<file path="src/sv/tcwc_pkg.sv">
package tcwc_pkg;

	localparam int unsigned WORD_W = 32;
	localparam int unsigned ADDR_W = 2;
	localparam int unsigned SEGMENT_BYTES_DEF = 1024;
	localparam logic [WORD_W-1:0] SSTHRESH_RST = 32'd64000;

	// Phase codes
	localparam logic [1:0] PH_SLOW  = 2'd0;
	localparam logic [1:0] PH_AVOID = 2'd1;
	localparam logic [1:0] PH_REC   = 2'd2;

	// Classification of an item
	localparam logic [1:0] KIND_NEW     = 2'd0;
	localparam logic [1:0] KIND_DUP     = 2'd1;
	localparam logic [1:0] KIND_STALE   = 2'd2;
	localparam logic [1:0] KIND_TIMEOUT = 2'd3;

	localparam logic [7:0] DUP_FR_COUNT = 8'd3;

	typedef struct packed {
		logic              wr;
		logic [WORD_W-1:0] data;
	} cfg_wr_t;

	typedef struct packed {
		logic capture;
		logic calc;
		logic div_start;
		logic add_quot;
		logic limit;
		logic put;
	} ctrl_cmd_t;

	typedef struct packed {
		logic need_div;
		logic div_done;
		logic out_free;
	} ctrl_status_t;

	function automatic logic [WORD_W-1:0] sat_add(logic [WORD_W-1:0] a, logic [WORD_W-1:0] b);
		logic [WORD_W:0] s;
		s = {1'b0, a} + {1'b0, b};
		return s[WORD_W] ? '1 : s[WORD_W-1:0];
	endfunction

endpackage

</file>
<file path="src/sv/tcwc_item_if.sv">
interface tcwc_item_if;
	logic        valid;
	logic        ready;
	logic        func;
	logic [31:0] ack_number;

	modport source (output valid, output func, output ack_number, input ready);
	modport sink (input valid, input func, input ack_number, output ready);
endinterface

</file>
<file path="src/sv/tcwc_result_if.sv">
interface tcwc_result_if;
	logic        valid;
	logic        ready;
	logic [31:0] window_bytes;
	logic [31:0] threshold_bytes;
	logic [31:0] send_limit;
	logic [1:0]  phase;
	logic [1:0]  ack_kind;
	logic        fast_retransmit;

	modport source (output valid, output window_bytes, output threshold_bytes,
		output send_limit, output phase, output ack_kind, output fast_retransmit,
		input ready);
	modport sink (input valid, input window_bytes, input threshold_bytes,
		input send_limit, input phase, input ack_kind, input fast_retransmit,
		output ready);
endinterface

</file>
<file path="src/sv/tcwc_apb.sv">
module tcwc_apb import tcwc_pkg::*; (
	input  logic              clk,
	input  logic              arst_n,
	input  logic              psel,
	input  logic              penable,
	input  logic              pwrite,
	input  logic [ADDR_W-1:0] paddr,
	input  logic [WORD_W-1:0] pwdata,
	output logic [WORD_W-1:0] prdata,
	output logic              pready,
	output cfg_wr_t           cfg
);

	localparam logic [ADDR_W-1:0] ADDR_SSTHRESH = '0;

	logic [WORD_W-1:0] init_ssthresh_q;
	logic              hit;

	assign hit    = (paddr == ADDR_SSTHRESH);
	assign pready = 1'b1;

	always_comb begin
		cfg.wr   = psel && penable && pwrite && hit;
		cfg.data = pwdata;
	end

	always_ff @(posedge clk or negedge arst_n) begin
		if (!arst_n) begin
			init_ssthresh_q <= SSTHRESH_RST;
		end else if (cfg.wr) begin
			init_ssthresh_q <= pwdata;
		end
	end

	assign prdata = hit ? init_ssthresh_q : '0;

endmodule

</file>
<file path="src/sv/tcwc_div.sv">
module tcwc_div import tcwc_pkg::*; (
	input  logic              clk,
	input  logic              arst_n,
	input  logic              start,
	input  logic [WORD_W-1:0] dividend,
	input  logic [WORD_W-1:0] divisor,
	output logic              done,
	output logic [WORD_W-1:0] quotient
);

	localparam int unsigned STEP_W = $clog2(WORD_W);
	localparam logic [STEP_W-1:0] LAST_STEP = STEP_W'(WORD_W - 1);

	logic              busy_q;
	logic              done_q;
	logic [STEP_W-1:0] cnt_q;
	logic [WORD_W-1:0] rem_q;
	logic [WORD_W-1:0] dvd_q;
	logic [WORD_W-1:0] dsr_q;
	logic [WORD_W-1:0] quot_q;
	logic [WORD_W:0]   trial;
	logic [WORD_W:0]   diff;
	logic              fits;

	// Restoring division, one quotient bit per cycle, most significant first.
	assign trial = {rem_q, dvd_q[WORD_W-1]};
	assign diff  = trial - {1'b0, dsr_q};
	assign fits  = (trial >= {1'b0, dsr_q});

	always_ff @(posedge clk or negedge arst_n) begin
		if (!arst_n) begin
			busy_q <= 1'b0;
			done_q <= 1'b0;
			cnt_q  <= '0;
		end else begin
			done_q <= 1'b0;
			if (start) begin
				busy_q <= 1'b1;
				cnt_q  <= '0;
			end else if (busy_q) begin
				cnt_q <= cnt_q + 1'b1;
				if (cnt_q == LAST_STEP) begin
					busy_q <= 1'b0;
					done_q <= 1'b1;
				end
			end
		end
	end

	always_ff @(posedge clk) begin
		if (start) begin
			rem_q <= '0;
			dvd_q <= dividend;
			dsr_q <= divisor;
		end else if (busy_q) begin
			rem_q  <= fits ? diff[WORD_W-1:0] : trial[WORD_W-1:0];
			dvd_q  <= {dvd_q[WORD_W-2:0], 1'b0};
			quot_q <= {quot_q[WORD_W-2:0], fits};
		end
	end

	assign done     = done_q;
	assign quotient = quot_q;

endmodule

</file>
<file path="src/sv/tcwc_dp.sv">
module tcwc_dp import tcwc_pkg::*; #(
	parameter int unsigned SEGMENT_BYTES = SEGMENT_BYTES_DEF
) (
	input  logic              clk,
	input  logic              arst_n,
	input  cfg_wr_t           cfg,
	input  ctrl_cmd_t         cmd,
	output ctrl_status_t      status,
	input  logic              in_func,
	input  logic [WORD_W-1:0] in_ack,
	output logic              out_valid,
	input  logic              out_ready,
	output logic [WORD_W-1:0] out_window,
	output logic [WORD_W-1:0] out_threshold,
	output logic [WORD_W-1:0] out_limit,
	output logic [1:0]        out_phase,
	output logic [1:0]        out_kind,
	output logic              out_fast
);

	localparam logic [63:0] SEG_SQ_W = 64'(SEGMENT_BYTES) * 64'(SEGMENT_BYTES);
	localparam logic [WORD_W-1:0] SEG    = WORD_W'(SEGMENT_BYTES);
	localparam logic [WORD_W-1:0] SEG3   = WORD_W'(3 * SEGMENT_BYTES);
	localparam logic [WORD_W-1:0] SEG_SQ = SEG_SQ_W[WORD_W-1:0];

	// Engine state
	logic [WORD_W-1:0] window_q;
	logic [WORD_W-1:0] threshold_q;
	logic [1:0]        phase_q;
	logic [7:0]        dup_q;
	logic [WORD_W-1:0] highest_q;
	logic [WORD_W-1:0] last_q;
	logic [WORD_W-1:0] limit_q;

	// Current item and its per-item flags
	logic              item_func_q;
	logic [WORD_W-1:0] item_ack_q;
	logic [1:0]        kind_q;
	logic              fast_q;
	logic              load_q;
	logic              chk_q;

	// Result word
	logic              out_valid_q;
	logic [WORD_W-1:0] out_window_q;
	logic [WORD_W-1:0] out_threshold_q;
	logic [WORD_W-1:0] out_limit_q;
	logic [1:0]        out_phase_q;
	logic [1:0]        out_kind_q;
	logic              out_fast_q;

	logic [WORD_W-1:0] win_n;
	logic [WORD_W-1:0] thr_n;
	logic [1:0]        ph_n;
	logic [7:0]        dup_n;
	logic [7:0]        dup_inc;
	logic [WORD_W-1:0] hi_n;
	logic [WORD_W-1:0] last_n;
	logic [1:0]        kind_n;
	logic              fast_n;
	logic              load_n;
	logic              chk_n;
	logic              need_div;
	logic              div_done;
	logic [WORD_W-1:0] quot;

	tcwc_div u_div (
		.clk      (clk),
		.arst_n   (arst_n),
		.start    (cmd.div_start),
		.dividend (SEG_SQ),
		.divisor  (window_q),
		.done     (div_done),
		.quotient (quot)
	);

	// Classification and the window updates, with a divider request in congestion avoidance.
	always_comb begin
		win_n    = window_q;
		thr_n    = threshold_q;
		ph_n     = phase_q;
		dup_n    = dup_q;
		hi_n     = highest_q;
		last_n   = last_q;
		kind_n   = KIND_STALE;
		fast_n   = 1'b0;
		load_n   = 1'b0;
		chk_n    = 1'b0;
		need_div = 1'b0;
		dup_inc  = (dup_q != 8'hFF) ? dup_q + 8'd1 : dup_q;
		if (item_func_q) begin
			kind_n = KIND_TIMEOUT;
			dup_n  = '0;
			thr_n  = window_q >> 1;
			ph_n   = PH_SLOW;
			win_n  = SEG;
			load_n = 1'b1;
		end else begin
			last_n = item_ack_q;
			if (item_ack_q > highest_q) begin
				kind_n = KIND_NEW;
				hi_n   = item_ack_q;
				dup_n  = '0;
				load_n = 1'b1;
				case (phase_q)
					PH_AVOID: begin
						// The growth step comes from the divider.
						if (window_q != '0) begin
							need_div = 1'b1;
						end else begin
							win_n = SEG;
						end
					end
					PH_REC: begin
						win_n = threshold_q;
						ph_n  = PH_AVOID;
					end
					default: begin
						win_n = sat_add(window_q, SEG);
						chk_n = 1'b1;
					end
				endcase
			end else if (item_ack_q == highest_q) begin
				kind_n = KIND_DUP;
				dup_n  = dup_inc;
				if (dup_inc == DUP_FR_COUNT && phase_q != PH_REC) begin
					ph_n   = PH_REC;
					thr_n  = window_q >> 1;
					win_n  = sat_add(window_q >> 1, SEG3);
					fast_n = 1'b1;
					load_n = 1'b1;
				end else if (phase_q == PH_REC) begin
					win_n  = sat_add(window_q, SEG);
					load_n = 1'b1;
				end
			end
		end
	end

	always_comb begin
		status.need_div = need_div;
		status.div_done = div_done;
		status.out_free = !out_valid_q || out_ready;
	end

	always_ff @(posedge clk or negedge arst_n) begin
		if (!arst_n) begin
			window_q    <= SEG;
			threshold_q <= SSTHRESH_RST;
			phase_q     <= PH_SLOW;
			dup_q       <= '0;
			highest_q   <= '0;
			last_q      <= '0;
			limit_q     <= SEG;
			out_valid_q <= 1'b0;
		end else begin
			if (cfg.wr) begin
				threshold_q <= cfg.data;
			end
			if (cmd.calc) begin
				window_q    <= win_n;
				threshold_q <= thr_n;
				phase_q     <= ph_n;
				dup_q       <= dup_n;
				highest_q   <= hi_n;
				last_q      <= last_n;
			end
			if (cmd.add_quot) begin
				window_q <= sat_add(window_q, quot);
			end
			if (cmd.limit) begin
				if (load_q) begin
					limit_q <= sat_add(last_q, window_q);
				end
				// Slow start hands over once the grown window reaches the threshold.
				if (chk_q && window_q >= threshold_q) begin
					phase_q <= PH_AVOID;
				end
			end
			if (cmd.put) begin
				out_valid_q <= 1'b1;
			end else if (out_ready) begin
				out_valid_q <= 1'b0;
			end
		end
	end

	always_ff @(posedge clk) begin
		if (cmd.capture) begin
			item_func_q <= in_func;
			item_ack_q  <= in_ack;
		end
		if (cmd.calc) begin
			kind_q <= kind_n;
			fast_q <= fast_n;
			load_q <= load_n;
			chk_q  <= chk_n;
		end
		if (cmd.put) begin
			out_window_q    <= window_q;
			out_threshold_q <= threshold_q;
			out_limit_q     <= limit_q;
			out_phase_q     <= phase_q;
			out_kind_q      <= kind_q;
			out_fast_q      <= fast_q;
		end
	end

	assign out_valid     = out_valid_q;
	assign out_window    = out_window_q;
	assign out_threshold = out_threshold_q;
	assign out_limit     = out_limit_q;
	assign out_phase     = out_phase_q;
	assign out_kind      = out_kind_q;
	assign out_fast      = out_fast_q;

endmodule

</file>
<file path="src/sv/tcwc_ctrl.sv">
module tcwc_ctrl import tcwc_pkg::*; (
	input  logic         clk,
	input  logic         arst_n,
	input  logic         in_valid,
	output logic         in_ready,
	input  ctrl_status_t status,
	output ctrl_cmd_t    cmd
);

	localparam logic [2:0] ST_IDLE  = 3'd0;
	localparam logic [2:0] ST_CALC  = 3'd1;
	localparam logic [2:0] ST_DIV   = 3'd2;
	localparam logic [2:0] ST_LIMIT = 3'd3;
	localparam logic [2:0] ST_PUT   = 3'd4;

	logic [2:0] state_q;
	logic [2:0] state_n;

	always_comb begin
		state_n  = state_q;
		cmd      = '0;
		in_ready = 1'b0;
		unique case (state_q)
			ST_IDLE: begin
				in_ready = 1'b1;
				if (in_valid) begin
					cmd.capture = 1'b1;
					state_n     = ST_CALC;
				end
			end
			ST_CALC: begin
				cmd.calc = 1'b1;
				if (status.need_div) begin
					cmd.div_start = 1'b1;
					state_n       = ST_DIV;
				end else begin
					state_n = ST_LIMIT;
				end
			end
			ST_DIV: begin
				if (status.div_done) begin
					cmd.add_quot = 1'b1;
					state_n      = ST_LIMIT;
				end
			end
			ST_LIMIT: begin
				cmd.limit = 1'b1;
				state_n   = ST_PUT;
			end
			ST_PUT: begin
				// Wait until the result register can take the new word.
				if (status.out_free) begin
					cmd.put = 1'b1;
					state_n = ST_IDLE;
				end
			end
			default: begin
				state_n = ST_IDLE;
			end
		endcase
	end

	always_ff @(posedge clk or negedge arst_n) begin
		if (!arst_n) begin
			state_q <= ST_IDLE;
		end else begin
			state_q <= state_n;
		end
	end

endmodule

</file>
<file path="src/sv/tcp_congestion_window_control.sv">
// Channel   Role     Handshake      Word
// item      sink     valid/ready    func, ack_number
// result    source   valid/ready    window_bytes, threshold_bytes, send_limit,
//                                   phase, ack_kind, fast_retransmit
// apb       slave    psel/penable   initial_ssthresh at byte address 0
//
// One item is worked on at a time and passes CALC, LIMIT and PUT, with DIV after CALC when
// a new ack in congestion avoidance needs the window step from the restoring divider. PUT
// writes the word once the result register is free; the next item is taken back in IDLE.
// The result register holds a finished word while the engine takes the next item.
// Reset is asynchronous and active low and restores the engine state registers at once.
module tcp_congestion_window_control import tcwc_pkg::*; #(
	parameter int unsigned SEGMENT_BYTES = SEGMENT_BYTES_DEF
) (
	input  logic              clk,
	input  logic              arst_n,
	input  logic              psel,
	input  logic              penable,
	input  logic              pwrite,
	input  logic [ADDR_W-1:0] paddr,
	input  logic [WORD_W-1:0] pwdata,
	output logic [WORD_W-1:0] prdata,
	output logic              pready,
	tcwc_item_if.sink         item,
	tcwc_result_if.source     result
);

	cfg_wr_t      cfg;
	ctrl_cmd_t    cmd;
	ctrl_status_t status;

	tcwc_apb u_apb (
		.clk     (clk),
		.arst_n  (arst_n),
		.psel    (psel),
		.penable (penable),
		.pwrite  (pwrite),
		.paddr   (paddr),
		.pwdata  (pwdata),
		.prdata  (prdata),
		.pready  (pready),
		.cfg     (cfg)
	);

	tcwc_ctrl u_ctrl (
		.clk      (clk),
		.arst_n   (arst_n),
		.in_valid (item.valid),
		.in_ready (item.ready),
		.status   (status),
		.cmd      (cmd)
	);

	tcwc_dp #(
		.SEGMENT_BYTES (SEGMENT_BYTES)
	) u_dp (
		.clk           (clk),
		.arst_n        (arst_n),
		.cfg           (cfg),
		.cmd           (cmd),
		.status        (status),
		.in_func       (item.func),
		.in_ack        (item.ack_number),
		.out_valid     (result.valid),
		.out_ready     (result.ready),
		.out_window    (result.window_bytes),
		.out_threshold (result.threshold_bytes),
		.out_limit     (result.send_limit),
		.out_phase     (result.phase),
		.out_kind      (result.ack_kind),
		.out_fast      (result.fast_retransmit)
	);

endmodule

</file>
<file path="src/flat_wrapper.sv">
// flat-port wrapper written by rule: the top's interface ports become plain ports
module tcp_congestion_window_control_flat import tcwc_pkg::*;
#(
	parameter int unsigned SEGMENT_BYTES = SEGMENT_BYTES_DEF
)
  (clk, arst_n, psel, penable, pwrite, paddr, pwdata, prdata, pready, item_valid, item_func, item_ack_number, item_ready, result_valid, result_window_bytes, result_threshold_bytes, result_send_limit, result_phase, result_ack_kind, result_fast_retransmit, result_ready);
  tcwc_item_if item_i ();
  tcwc_result_if result_i ();
  input  logic clk;
  input  logic arst_n;
  input  logic psel;
  input  logic penable;
  input  logic pwrite;
  input  logic [ADDR_W-1:0] paddr;
  input  logic [WORD_W-1:0] pwdata;
  output logic [WORD_W-1:0] prdata;
  output logic pready;
  input wire logic [$bits(item_i.valid)-1:0] item_valid;
  input wire logic [$bits(item_i.func)-1:0] item_func;
  input wire logic [$bits(item_i.ack_number)-1:0] item_ack_number;
  output wire logic [$bits(item_i.ready)-1:0] item_ready;
  output wire logic [$bits(result_i.valid)-1:0] result_valid;
  output wire logic [$bits(result_i.window_bytes)-1:0] result_window_bytes;
  output wire logic [$bits(result_i.threshold_bytes)-1:0] result_threshold_bytes;
  output wire logic [$bits(result_i.send_limit)-1:0] result_send_limit;
  output wire logic [$bits(result_i.phase)-1:0] result_phase;
  output wire logic [$bits(result_i.ack_kind)-1:0] result_ack_kind;
  output wire logic [$bits(result_i.fast_retransmit)-1:0] result_fast_retransmit;
  input wire logic [$bits(result_i.ready)-1:0] result_ready;
  assign item_i.valid = item_valid;
  assign item_i.func = item_func;
  assign item_i.ack_number = item_ack_number;
  assign item_ready = item_i.ready;
  assign result_valid = result_i.valid;
  assign result_window_bytes = result_i.window_bytes;
  assign result_threshold_bytes = result_i.threshold_bytes;
  assign result_send_limit = result_i.send_limit;
  assign result_phase = result_i.phase;
  assign result_ack_kind = result_i.ack_kind;
  assign result_fast_retransmit = result_i.fast_retransmit;
  assign result_i.ready = result_ready;
  tcp_congestion_window_control #(.SEGMENT_BYTES(SEGMENT_BYTES)) u_core (.clk(clk), .arst_n(arst_n), .psel(psel), .penable(penable), .pwrite(pwrite), .paddr(paddr), .pwdata(pwdata), .prdata(prdata), .pready(pready), .item(item_i), .result(result_i));
endmodule
</file>
<file path="config.mk">
export PLATFORM = sky130hd
export DESIGN_NAME = tcp_congestion_window_control_flat
export DESIGN_NICKNAME = d
export VERILOG_FILES = /design/src/sv/tcwc_pkg.sv /design/src/sv/tcwc_item_if.sv /design/src/sv/tcwc_result_if.sv /design/src/sv/tcwc_apb.sv /design/src/sv/tcwc_div.sv /design/src/sv/tcwc_dp.sv /design/src/sv/tcwc_ctrl.sv /design/src/sv/tcp_congestion_window_control.sv /design/src/flat_wrapper.sv
export SDC_FILE = /design/constraint.sdc
export NUM_CORES = 1
export LEC_CHECK = 0
export ABC_AREA = 1
export BUFFER_PORTS_ARGS = -buffer_cell sky130_fd_sc_hd__buf_2
export CORE_MARGIN = 5
export CORE_UTILIZATION = 35
export CTS_CLUSTER_SIZE = 40
export DETAILED_ROUTE_END_ITERATION = 8
export PLACE_DENSITY = 0.62
export SYNTH_ARGS = -nofsm -noshare
export SYNTH_HDL_FRONTEND = slang
export SYNTH_HIERARCHICAL = 1
export SYNTH_SLANG_ARGS = --single-unit
</file>
<file path="constraint.sdc">
create_clock -name clk -period 21.2 [get_ports clk]
set_clock_uncertainty 0.2 [all_clocks]
set_input_delay 3.18 -clock clk [delete_from_list [all_inputs] [get_ports clk]]
set_output_delay 3.18 -clock clk [all_outputs]
set_load 0.01 [all_outputs]
</file>
# [After elaboration in Yosys (flattened, before gate mapping)]
# Index checks and enable logic that the tools add are counted.
[classes] reduce_logical=29 muxes=69 n_lt_le_gt_ge=3 n_bitwise=4 n_eq_ne=18 add_sub_neg=7
[ops] operator="32-bit 2-to-1 mux" n=20
[ops] operator="32-bit by 32-bit adder with 33-bit output" n=2
[ops] operator="32-bit case mux with 2 select lines" n=1
[ops] operator="32-bit by 11-bit adder with 33-bit output (second input constant)" n=1
[ops] operator="33-bit by 32-bit >= comparator with 1-bit output" n=1
[ops] operator="31-bit by 12-bit adder with 32-bit output (second input constant)" n=1
[ops] operator="32-bit == test" n=1
[ops] operator="32-bit >= comparator" n=1
[ops] operator="32-bit greater-than comparator" n=1
[ops] operator="8-bit 2-to-1 mux" n=4
[ops] operator="32-bit nonzero test" n=1
[ops] operator="32-bit subtractor" n=1
[ops] operator="1-bit 2-to-1 mux" n=27
[ops] operator="2-bit 2-to-1 mux" n=11
[ops] operator="3-bit case mux with 5 select lines" n=1
[ops] operator="5-bit 2-to-1 mux" n=2
[ops] operator="3-bit 2-to-1 mux" n=3
[ops] operator="3-bit inequality test (second input constant)" n=3
[ops] operator="8-bit by 1-bit adder with 8-bit output (second input constant)" n=1
[ops] operator="8-bit by 2-bit == test with 1-bit output (second input constant)" n=1
[ops] operator="8-bit inequality test (second input constant)" n=1
[ops] operator="2-bit AND reduction" n=4
[ops] operator="4-bit AND reduction" n=2
[ops] operator="2-bit nonzero test" n=4
[ops] operator="other kinds (22)" n=35
[totals] regBits=460 output_inout_bits=136

# [Longest topological paths before layout]
# Gate-level depths: netlist of the first run.
[depth] ltp_word=11 mapped_depth=25 mapped_depth_nobuf=22

# [By module]
# Netlist of the first run, hierarchy kept.
[by_module_without_submodules] mod="tcwc_dp" n_inst=1 seq_area_each_um2=8463.1 area_each_um2=19946.6 cells_per_inst=2562
[by_module_without_submodules] mod="tcwc_div" n_inst=1 seq_area_each_um2=3698.5 area_each_um2=7791.2 cells_per_inst=1020
[by_module_without_submodules] mod="tcwc_apb" n_inst=1 seq_area_each_um2=808.3 area_each_um2=1878.1 cells_per_inst=245
[by_module_without_submodules] mod="tcwc_ctrl" n_inst=1 seq_area_each_um2=75.1 area_each_um2=198.9 cells_per_inst=31

# [Least setup slack after synthesis of the first run]
# OpenSTA, ideal clock, no wires.
[synth_timing] path_type="input to register" start="input port result_ready" end="register u_core.u_dp.out_fast_q, in the netlist u_core/u_dp/out_fast (enable)" slack_ns=7.297 arrival_time_ns=12.892 cell_stages=4 n_path_buf=0 setup_time_ns=0.812 cell_sequence="inv_1 nand2_1 inv_1 nor4_1"
[synth_rtl] item="start: declaration" line="flat_wrapper.sv:29" text="input wire logic [$bits(result_i.ready)-1:0] result_ready;"
[synth_rtl] item="end signal: assignment" line="tcwc_dp.sv:205" text="out_fast_q <= fast_q;"
[synth_rtl] item="end: declaration" line="tcwc_dp.sv:50" text="logic out_fast_q;"

# [Final worst setup path of the first run]
[layout_timing] start="input port paddr[1]" end="output port prdata[12]"
[layout_via] elab_chain_len=2
[layout_rtl] item="start: declaration" line="flat_wrapper.sv:14" text="input logic [ADDR_W-1:0] paddr;"
[layout_rtl] item="2-bit logical NOT" line="tcwc_apb.sv:19" text="assign hit = (paddr == ADDR_SSTHRESH);"
[layout_rtl] item="32-bit 2-to-1 mux" line="tcwc_apb.sv:35" text="assign prdata = hit ? init_ssthresh_q : '0;"
[layout_rtl] item="end: declaration" line="flat_wrapper.sv:16" text="output logic [WORD_W-1:0] prdata;"
# Every way passes these cells.

==> out/summary.txt, run 1 <==
Worst Hold Class -> flip-flop to flip-flop
Most Crowded Layer GR -> met2
Pleak -> 16.39 nW
Tot GR Track Use -> 0.1997
IO Pins -> 210
Via density per instance -> 4.969
YS warnings -> 6
Max_slew headroom -> 0.2830
RSZ-0062 raised after global routing -> no
Syn Area/Cell -> 7.728 sq um
CP arrival -> 4740 ps
Total Die Area -> 0.09112 sq mm
Crit path time final -> 8123 ps
Post-CTS setup buffer count -> 0
Vias in the first global route -> 24,660
Area Overhead vs Synth -> 13.00%
F_max -> 0.1231 GHz
H-Tree Depth -> 2
Largest fanout on the critical path -> 34
Most common cell in the synthesized netlist -> nand2_1
Met2 Resource Use GR -> 0.3159
PwrDens -> 142.1 mW/mm^2
Top-area cell type share of the netlist area -> 0.2367
Non-Filler Instances -> 5,225
PortBufs -> 208
Hold_ws -> 221.4 ps
Routability cong. -> 0.9569
Post-synth EDFFs -> 235
Clk_lat worst skew -> 630 ps
Critical path required time -> 17,820 ps
Final hold violations -> 0
Kind of critical path -> primary input to output port
Vias -> 25,970
Seq/Total Area, Yosys -> 0.4375
Worst reg-to-reg path cell count -> 17
Share of cells above drive strength 1 -> 0.1081
Initial antenna violation count -> 0
Clock Tree Buf Depth -> 3
Setup crit start -> paddr[1]
R2r startpoint -> u_core/u_dp/item_ack_q[31]
Predominant post-synthesis flop cell -> edfxtp_1
Iter 0 DRT Violations -> 2,168
CTS tree -> built
Synth top area cells -> edfxtp_1, dfrtp_1, nand2_1
Library cells used by synthesis -> 53
Clock slew at reported path FFs -> 60 ps
Reg2reg end -> u_core/u_dp/u_div/dvd_q[8]
Slew at the pin closest to its max-slew limit -> 1074 ps
VDD IR-drop max -> 71.95 uV
Mapped Area -> 0.02981 sq mm
Worst hold endpoint -> u_core/u_dp/out_kind[1]
Commonest cells in the synthesized netlist -> nand2_1, inv_1, nand3_1, nor2_1, edfxtp_1
Initial Util -> 0.3513
ANT nets after route -> 0
Root Buffer -> clkbuf_16
Post-Place Cells -> 5,122
Yosys reg bits -> 480
Final net count -> 4,283
Finished Core Util -> 0.3969
First-pass GRT wire length -> 143.9 mm
Final worst path period share -> 0.3832
Crit start category -> primary input
Num CTS Buffers -> 55
R2R Setup Slk -> 15,840 ps
CP Capture Type -> output port
Drt pass-1 iters -> 6
Cell taking the most area after synthesis -> edfxtp_1
Final WL -> 92.95 mm
Fin worst setup slack -> 13,080 ps
Hold_sp -> u_core/u_dp/kind_q[1]
Congestion Overflow GR -> 0
Hpwl dp -> 68.02 mm
Total core area -> 0.08488 sq mm
Async S/R FF share, synth -> 0.4438
Hold-fix buffers at CTS -> 0
Die extent in x -> 301.9 um
DRC -> 0
Post_cts resized -> 0
Clk sinks -> 480
N_diodes -> 0
Met1 GRT Util -> 0.2797
Avg WL per Cell -> 17.79 um
Site Rows -> 107
GRT met3 Usage -> 0.03373
WHS Path Cells -> 0
Setup Viol. Count Final -> 0
Status -> finished clean
Post-route setup TNS -> 0 ps
Dpl ws -> 13,050 ps
Cells after synthesis -> 3,858
Max Cap Violations -> 0
Fin. max-slew vios -> 0
Die height -> 301.9 um
Largest net degree at the start of global routing -> 92
## layer usage
layer,up-vias,share of wire
met5,-,0
met4,0,0.038
met3,169,0.068
met2,888,0.44
met1,12000,0.45
li1,12910,-
## cell type report
cell class                      count  area (sq um)
Clock inverter                     32         354.1
Tap cell                         1144          1431
Multi-Input combinational cell   2731         14070
Sequential cell                   480         13050
Inverter                          511          1918
Timing Repair Buffer              256          1411
Fill cell                        8839         51190
Clock buffer                       71          1456
## worst max-delay path: stages
cell	delay [ps]
buf_2	110
nor2_4	620
inv_2	440
nor2_1	220
buf_2	160
## cells by family after synthesis
family,count (synthesis),share of synthesized area
flops,480,0.4375
simple gates,1948,0.2765
compound gates,503,0.09480
xor+xnor,73,0.02144
fa+ha+maj,174,0.07378
buf+inv,677,0.09560
other cells,3,0.0003777
## cells in the final DEF (no fill, tap or decap), types with 141 or more instances in the layout
cell,synthesis,layout
inv_1,500,498
o21ai_0,223,223
nor2_1,255,251
nand3_1,303,303
dfrtp_1,199,199
a21oi_1,142,141
ha_1,171,171
nand2_1,1203,1203
edfxtp_1,235,235
buf_2,13,207
## how the worst max path moves through the flow
stage          slack [ps]                   end  cells past startpoint
3_5_place_dp        13050            prdata[12]                      5
4_1_cts             13040            prdata[12]                      5
6_report            13080            prdata[12]                      5
3_3_place_gp        13090            prdata[24]                      5
2_1_floorplan        7300  u_core/u_dp/out_fast                      4
5_1_grt             12880             prdata[9]                      5
## per-stage QoR
stage	total power, W	instance area (sq um)
after floorplan	0.003113	29930
after global placement	0.003804	31880
after detailed placement	0.003824	31880
after CTS	0.004799	33690
after global routing	0.005162	33690
final	0.004788	33690
## report_power, final
part           internal, W  switching, W
Sequential         0.00134      0.000192
Combinational     0.000730       0.00158
Clock             0.000542      0.000405
(Power assumes the default switching activity.)
==> inputs of run 2 (changes only) <==
clock period = 8.1 ns   (was 21.2 ns; I/O delays follow)
==> out/summary.txt, run 2 (same netlist as run 1, synthesis figures left out) <==
Status -> finished clean
First-pass GRT wire length -> 146.0 mm
Initial antenna violation count -> 4
Post-CTS setup buffer count -> 0
Clk_lat worst skew -> 630 ps
ANT nets after route -> 0
Cell Chain, Critical Path -> ha_1 -> a21oi_1 -> nor2_1 -> nor2_1 -> nand2_1 -> nand2_1 -> nand2_1 -> nand2_1 -> nand2_2 -> nand2_2 -> buf_4 -> nand3_1 -> nand3_1 -> nand2_1 -> nand2_1 -> nand2_1
Site Rows -> 107
IO Pins -> 210
Worst Hold Class -> flip-flop to flip-flop
Most frequent cells in the layout -> nand2_1, inv_1, nand3_1, nor2_1, edfxtp_1
Die height -> 301.9 um
Routability cong. -> 0.9518
Int Pwr -> 0.006910 W
CP max-delay cell -> nand2_1
Commonest non-fill, non-tap cell in the layout -> nand2_1
Delay of the slowest cell on the worst path -> 1030 ps
DRC -> 0
Clock Tree Buf Depth -> 3
VDD IR-drop max -> 164.5 uV
Clock slew at reported path FFs -> 60 ps
Slew at the pin closest to its max-slew limit -> 1261 ps
Net Sw Power -> 0.005737 W
Largest net degree at the start of global routing -> 92
CTS tree -> built
Largest fanout on the critical path -> 63
Vias in the first global route -> 24,860
Crit path time final -> 5464 ps
Hpwl dp -> 69.68 mm
Share of cells above drive strength 1 -> 0.1089
Post-route setup TNS -> 0 ps
H-Tree Depth -> 2
PwrDens -> 374.2 mW/mm^2
CP arrival -> 5730 ps
Pleak -> 16.47 nW
Die extent in x -> 301.9 um
Final worst path period share -> 0.6745
Vias -> 26,250
Area Overhead vs Synth -> 13.36%
CP most frequent cell -> nand2_1
Setup Viol. Count Final -> 0
RSZ-0062 raised after global routing -> no
PortBufs -> 208
Iter 0 DRT Violations -> 2,325
Post_cts resized -> 0
Switch share -> 0.4537
Via density per instance -> 5.019
CP Capture Type -> flip-flop
Hold-fix buffers at CTS -> 0
Finished Core Util -> 0.3982
Fin. max-slew vios -> 0
Total core area -> 0.08488 sq mm
Root Buffer -> clkbuf_16
Area of the multi-input gates -> 0.01408 sq mm
Max_slew headroom -> 0.1573
Initial Util -> 0.3513
Clk sinks -> 480
Register area -> 0.01305 sq mm
Critical path required time -> 8360 ps
Layout filler cell count -> 8,872
F_max -> 0.1830 GHz
Crit start category -> flip-flop
Kind of critical path -> flip-flop to flip-flop
Total Die Area -> 0.09112 sq mm
Drt pass-1 iters -> 6
Max Cap Violations -> 0
Num CTS Buffers -> 53
Congestion Overflow GR -> 0
Final hold violations -> 0
Final net count -> 4,289
Sequential power share -> 0.312
Power share of the combinational group -> 0.489
Final WL -> 94.80 mm
Avg WL per Cell -> 18.12 um
Tot GR Track Use -> 0.2033
Clk pwr share -> 0.199
[run 2: power by group through the flow]
stage	clock, W	combinational [W]	sequential (W)
floorplan	0	0.00423	0.00391
global placement	0	0.00606	0.00396
detailed placement	0	0.00610	0.00397
CTS	0.00258	0.00613	0.00394
global route	0.00268	0.00693	0.00401
finish	0.00252	0.00619	0.00394
[run 2: per-layer routing]
metal	vias to the layer above	global-route usage	part of all wire
met5	-	0	0.00014
met4	2	0.05934	0.034
met3	154	0.03287	0.074
met2	928	0.3205	0.44
met1	12230	0.2900	0.45
li1	12940	-	-
[run 2: stage by stage]
| step | cell area [sq um] | setup slack [ps] | hold WS, ps | power (W) | cells |
|---|---|---|---|---|---|
| global route | 33800 | 2323 | 220.3 | 0.01362 | 5231 |
| global placement | 31940 | 2898 | 204.8 | 0.01003 | 5130 |
| floorplan | 29930 | 464.3 | 200.3 | 0.008135 | 3888 |
| detailed placement | 31940 | 2788 | 204.5 | 0.01007 | 5130 |
| finish | 33800 | 2636 | 218.6 | 0.01265 | 5231 |
| CTS | 33800 | 2743 | 218.4 | 0.01264 | 5230 |
[run 2: critical path, delay by kind of cell (launching register included)]
family	cells	cell delay [ps]
and+or+nand+nor	13	3590
buffers and inverters	1	630
DFF	1	400
adders and majority gates	1	310
AOI/OAI and AO/OA	1	130
[run 2: area by class of cell]
type | instances | area share
timing repair buffer | 264 | 0.04353
inverter | 511 | 0.05675
tap | 1144 | 0.04235
clock buffer | 82 | 0.04916
antenna | 1 | 0.00007404
sequential | 480 | 0.3860
clock inverter | 18 | 0.005701
multi-input combinational | 2731 | 0.4165
[run 2: worst paths after layout]
check	end	startpoint	slack, ps	depth (start not counted)
setup reg to reg	u_core/u_dp/window_q[28]	u_core/u_dp/item_ack_q[5]	2640	16
min in group asynchronous	u_core/u_dp/highest_q[9]	arst_n	380	1
setup / recovery	u_core/u_dp/window_q[28]	u_core/u_dp/item_ack_q[5]	2640	16
max in group asynchronous	u_core/u_dp/dup_q[6]	arst_n	5890	2
hold / removal	u_core/u_dp/out_kind[0]	u_core/u_dp/kind_q[0]	220	0
hold reg to reg	u_core/u_dp/out_kind[0]	u_core/u_dp/kind_q[0]	220	0
